**src/design/obbfc_pkg.sv**
```systemverilog
// shared constants, types and codes for the oriented box frustum cull core
// no dependencies
package obbfc_pkg;

   localparam int DEF_COMPONENT_WIDTH = 16;
   localparam int FIELD_WIDTH = 48;
   localparam int PLANE_WIDTH = 64;
   localparam int NUM_PLANES = 6;
   localparam int CSR_INDEX_WIDTH = 3;
   localparam int NUM_STAGES = 5;
   localparam int CLASS_WIDTH = 2;

   typedef enum logic [CLASS_WIDTH-1:0] {
      CLASS_OUTSIDE      = 2'd0,
      CLASS_INSIDE       = 2'd1,
      CLASS_INTERSECTING = 2'd2
   } class_type;

   typedef struct packed {
      logic [NUM_STAGES-1:0] en;
   } pipe_ctrl_type;

endpackage

```
**src/design/obbfc_pipe_ctrl.sv**
```systemverilog
// valid bits and per-stage advance enables for the cull pipeline
// depends on obbfc_pkg
module obbfc_pipe_ctrl (
   input  logic                       clock,
   input  logic                       reset,
   input  logic                       req_valid,
   output logic                       req_stall,
   input  logic                       rsp_stall,
   output logic                       rsp_valid,
   output obbfc_pkg::pipe_ctrl_type   ctrl
);
   import obbfc_pkg::*;

   logic [NUM_STAGES-1:0] valid_ff;
   logic [NUM_STAGES-1:0] valid_in;
   logic [NUM_STAGES-1:0] en;

   // a stage moves when it is empty or the one after it moves
   always_comb begin
      en[NUM_STAGES-1] = !valid_ff[NUM_STAGES-1] || !rsp_stall;
      for (int k = NUM_STAGES - 2; k >= 0; k--) begin
         en[k] = !valid_ff[k] || en[k+1];
      end
   end

   always_comb begin
      for (int k = 0; k < NUM_STAGES; k++) begin
         if (en[k]) begin
            valid_in[k] = (k == 0) ? req_valid : valid_ff[(k == 0) ? 0 : k - 1];
         end else begin
            valid_in[k] = valid_ff[k];
         end
      end
   end

   always_ff @(posedge clock) begin
      if (reset) begin
         valid_ff <= '0;
      end else begin
         valid_ff <= valid_in;
      end
   end

   assign ctrl.en = en;
   assign req_stall = !en[0];
   assign rsp_valid = valid_ff[NUM_STAGES-1];

endmodule

```
**config.mk**
```make
export PLATFORM = sky130hd
export DESIGN_NAME = obbfc_pipe_ctrl
export DESIGN_NICKNAME = d
export VERILOG_FILES = /design/src/design/obbfc_pkg.sv /design/src/design/obbfc_pipe_ctrl.sv
export SDC_FILE = /design/constraint.sdc
export NUM_CORES = 1
export LEC_CHECK = 0
export BUFFER_PORTS_ARGS = -buffer_cell sky130_fd_sc_hd__buf_2
export CAP_MARGIN = 20
export CORE_AREA = 2 2 39 41
export CTS_CLUSTER_SIZE = 20
export DETAILED_ROUTE_END_ITERATION = 8
export DIE_AREA = 0 0 41 43
export PLACE_DENSITY = 0.45
export SETUP_SLACK_MARGIN = 0.02
export SYNTH_ARGS = -nofsm -noshare
export SYNTH_HDL_FRONTEND = slang
export SYNTH_SLANG_ARGS = --single-unit
```
**constraint.sdc**
```tcl
create_clock -name clock -period 1.05 [get_ports clock]
set_input_delay 0.21 -clock clock [delete_from_list [all_inputs] [get_ports clock]]
set_output_delay 0.21 -clock clock [all_outputs]
set_load 0.05 [all_outputs]
```
# Yosys cells after proc, flatten, opt, wreduce, memory -nomap -nowiden
# Index checks and enable logic that the tools add are counted.
# Widths: inputs -> output; s select.
[totals]
input_bits = 4
output_inout_bits = 7
register_bits = 5
wordCells = 17
[classes]
reduce_logical = 12
[op_table]
columns = ["cell", "count"]
rows = [
  ["$logic_not 1->1", 7],
  ["$logic_or 1x1->1", 5],
]

# Longest topological paths before layout
[logic_depth]
depth_word = 7
depth_mapped = 3
ltp_nobuf = 3

# Worst setup path after synthesis
# Ideal clock, no wire load.
[synth_timing]
kind = "register -> output"
start = "register valid_ff[4]"
end = "output port req_stall"
path_stages_with_launch = 4
slack_ns = -0.946
arrival_time_ns = 1.786
path_buffers = 0
path_cell_list = "dfxtp_1 -> and4_4 -> inv_4 -> nor2_1"
[synth_rtl]
columns = ["item", "line_no", "rtl"]
rows = [
  ["from (decl)", "obbfc_pipe_ctrl.sv:14", "logic [NUM_STAGES-1:0] valid_ff;"],
  ["from (signal assigned)", "obbfc_pipe_ctrl.sv:40", "valid_ff <= valid_in;"],
  ["to (decl)", "obbfc_pipe_ctrl.sv:7", "output logic req_stall,"],
]

# Final worst setup path
[layout_timing]
start = "register valid_ff[4]"
end = "output port req_stall"
[layout_via]
elab_chain_len = 7
[layout_rtl]
columns = ["item", "line_no", "rtl"]
rows = [
  ["$logic_not 1->1", "obbfc_pipe_ctrl.sv:20", "en[NUM_STAGES-1] = !valid_ff[NUM_STAGES-1] || !rsp_stall;"],
  ["$logic_or 1x1->1", "obbfc_pipe_ctrl.sv:20", ""],
  ["$logic_or 1x1->1 (4 in series)", "obbfc_pipe_ctrl.sv:22", "en[k] = !valid_ff[k] || en[k+1];"],
  ["$logic_not 1->1", "obbfc_pipe_ctrl.sv:45", "assign req_stall = !en[0];"],
]
# No other way between the ends.

==> out/qor_table.md <==
| Group | Result | Value |
|:---|:---|:---|
| setup path | Category of cells accounting for the largest share of critical-path delay | flip-flops |
| floorplan | Core area | 0.00138 mm² |
| global routing | Overflow after GRT | 0 |
| floorplan | Width of the die | 41 µm |
| logic synthesis | Largest cells by area after synthesis | dfxtp_1, o31ai_2, a21oi_1 |
| cells and area | Most frequent standard cell in the layout excluding fill and tap cells | buf_4 |
| setup path | Critical path start-end classification | reg -> out |
| logic synthesis | Cell type with the largest total area after synthesis | dfxtp_1 |
| outcome | Violated checks | negative setup slack |
| logic synthesis | Area share of fa/ha/maj cells after synthesis | 0 |
| cells and area | Count of inserted antenna diode cells | 0 |
| setup path | Maximum fanout encountered on the critical timing path | 3 |
| job | Max Cap Viol | 0 |
| power | Leakage power | 0.203 nW |
| logic synthesis | Complex-gate fraction of the synthesized area | 0.194 |
| logic synthesis | Post-synthesis cell area | 206 µm² |
| setup path | Critical Path, Cell by Cell | and4_4 -> inv_8 -> nor2_4 -> buf_6 |
| route | DR vias | 258 |
| setup path | Critical-path top delay cell | dfxtp_4 |
| sta | Rel. slew slack | 0.833 |
| cells and area | Max FFs per register | 5 |
| cells and area | Total Nets Final | 52 |
| placement | Minimum setup slack after placement | -0.115 ns |
| power | Max IR drop VDD | 408 µV |
| sta | Worst Tran Pin Value | 0.252 ns |
| route | Remaining DRCs | 0 |
| cells and area | Share of cells above drive strength 1 | 0.745 |
| hold path | Hold-critical path depth | 3 |
| logic synthesis | Proportion of synthesized area in mux cells | 0 |
| logic synthesis | Number of cells produced by synthesis | 23 |
| clock tree | CTS tree | yes |
| clock tree | Clock Path Buffers | 2 |
| setup path | Cell depth of the worst flop-to-flop path | 6 |
| global routing | Global-route wire length before repair | 1.06 mm |
| hold path | Terminating pin of the worst hold path | valid_ff[0] |
| setup path | Endpoint type of the worst setup path | primary output |
| setup path | Worst path bufs/invs | 2 |
| setup path | Type of element launching the critical path | register |
| route | Number of nets still failing antenna checks after routing | 0 |
| logic synthesis | Syn. warnings | 0 |
| global routing | Largest net degree at the start of global routing | 8 |
| sta | Total setup violations reported at the end of the flow | 10 |
| sta | Total negative slack for setup checks | -1.64 ns |
| sta | Total count of hold-check failures in the final report | 0 |
| logic synthesis | Mean post-synth cell area | 8.98 µm² |
| sta | Final Worst Setup Slack | -0.272 ns |
| sta | Post-layout minimum cycle time | 1.32 ns |
| floorplan | Height of the chip | 43 µm |
| setup path | Capturing point of the worst reg2reg path | valid_ff[0] |
| floorplan | Floorplan die area | 0.00176 mm² |
| placement | Count of buffers inserted at the top-level ports | 10 |
| cells and area | Register with the most flip-flops | valid_ff |
| logic synthesis | #FFs+latches synth | 5 |
| hold path | Classification of the worst-slack hold path | in -> reg |
| sta | Unrepaired setup endpoints after global routing | yes |
| logic synthesis | Share of synthesized area occupied by flip-flops and latches | 0.485 |
| setup path | Reg2reg start | valid_ff[4] |
| logic synthesis | Number of library cell types mapped by synthesis | 10 |
| cells and area | Commonest cells after routing, fill and taps aside | buf_4, buf_6, buf_2, buf_8, clkbuf_4 |
| clock tree | Root Buffer Master | clkbuf_4 |
| clock tree | Htree depth | 1 |
| hold path | Startpoint of the worst hold path | req_valid |
| sta | Final Skew | 0.000840 ns |
| floorplan | Starting Density | 0.149 |
| placement | Placement-stage cell area | 358 µm² |
| route | Initial DRC count | 2 |
| cells and area | Area delta synth->final | 141% |
| route | Detailed Routing Iterations Pass 1 | 2 |
| logic synthesis | Post-Synth XOR/XNOR Area | 0 |
| sta | Crit share post-route | 1.26 |
| clock tree | Insertion delay of the later-clocked pin in the worst-skew pair | 0.24 ns |
| setup path | Largest incremental delay on the critical path | 0.34 ns |
| placement | Post-DP HPWL | 395 µm |
| power | Power density over the cells | 935 mW/mm² |
| sta | Timing-limited maximum frequency | 756 MHz |
| placement | Final GP Congestion | 0.621 |
| setup path | Required time worst endpoint | 0.84 ns |
| floorplan | Top-Level Pins | 11 |
| logic synthesis | Simple-gate share of the synthesized area | 0.255 |
| setup path | Arrival time of the worst setup path | 1.11 ns |
| power | Total power after layout | 466 µW |
| logic synthesis | Fraction of synthesized cell area taken by the top area cell type | 0.485 |
| global routing | Antenna violations before repair | 0 |
| cells and area | Summed area of non-filler cells in the final layout | 498 µm² |
| logic synthesis | Dominant combinational cell family by area after synthesis | simple AND/OR/NAND/NOR gates |
| setup path | Number of cells on the critical path | 4 |
| floorplan | Site Rows | 14 |
| outcome | Status | finished with violations |
| route | Routed wire per std cell | 9.90 µm |
| sta | Pins Over Slew Limit | 0 |
| route | Mean number of vias per cell | 4.10 |
| clock tree | Number of buffers created by CTS | 3 |
| clock tree | Sink Count | 5 |
| global routing | Via count of the first global-routing pass | 273 |
| cells and area | Registers with the most flip-flops | valid_ff: 5 flops |
| sta | Worst-case hold slack | 0.192 ns |
| global routing | Total track usage | 0.0985 |
| route | Detailed Route WL | 624 µm |
| setup path | R2R setup slack | -0.22 ns |
| clock tree | Clock-pin slew of the registers on the worst-case setup and hold paths | 0.04 ns |
| logic synthesis | Syn_nets | 27 |
## synthesized netlist by cell type (all sizes together)
cell    n
nand3   2
inv     3
nand2   3
o31ai   2
and4    1
nor2    2
a21oi   3
dfxtp   5
nand2b  2
## per-stage QoR
stage	std cells	util
final	63	0.360
after global routing	63	0.360
after CTS	62	0.337
after detailed placement	57	0.259
after global placement	57	0.259
after floorplan	23	-
## tightest hold or removal path: cells and delay by family
family | cells | cell delay (ns)
buffers and inverters | 1 | 0.07
AO/OA/AOI/OAI | 1 | 0.05
AND/OR/NAND/NOR | 1 | 0.06
## logic make-up (layout without fill, tap and decap cells)
family / after synthesis / in the layout
AO/OA/AOI/OAI: 5 / 5
buffers and inverters: 3 / 27
flip-flops: 5 / 5
AND/OR/NAND/NOR: 10 / 10
## power breakdown
part           switching, mW  total, mW  internal (mW)
combinational         0.0252     0.0474         0.0222
sequential           0.00311      0.198          0.195
clock                 0.0769      0.220          0.144
total                  0.105      0.466          0.360
## timing repair
action                                  CTS  global route
setup buffers                             1             1
endpoints found under the setup margin    9            10
pin swaps                                 4             2
hold buffers                              0             0
resized for setup                        21             6
gates cloned                              0             0
## worst max-delay path by stage
| stage | from | slack, ns | end |
|---|---|---|---|
| floorplan | valid_ff[4] | -0.23 | req_stall |
| global placement | valid_ff[2] | -0.12 | req_stall |
| detailed placement | valid_ff[2] | -0.12 | req_stall |
| CTS | valid_ff[2] | -0.28 | req_stall |
| global route | valid_ff[2] | -0.33 | req_stall |
| finish | valid_ff[4] | -0.27 | req_stall |
## per-layer routing
| layer | share of wire | track usage |
|---|---|---|
| met1 | 0.40 | 0.106 |
| met2 | 0.52 | 0.128 |
| met3 | 0.077 | 0.0628 |
| met4 | 0 | 0.0800 |
| met5 | 0 | 0 |
## final cells by class
| class | instances | area [µm²] |
|---|---|---|
| clock buffer | 4 | 26.3 |
| multi-input combinational | 15 | 138 |
| sequential | 5 | 106 |
| inverter | 3 | 18.8 |
| tap | 16 | 20.0 |
| timing repair buffer | 20 | 189 |
| fill | 143 | 886 |
Note: power is estimated with default switching activity, not from simulation.
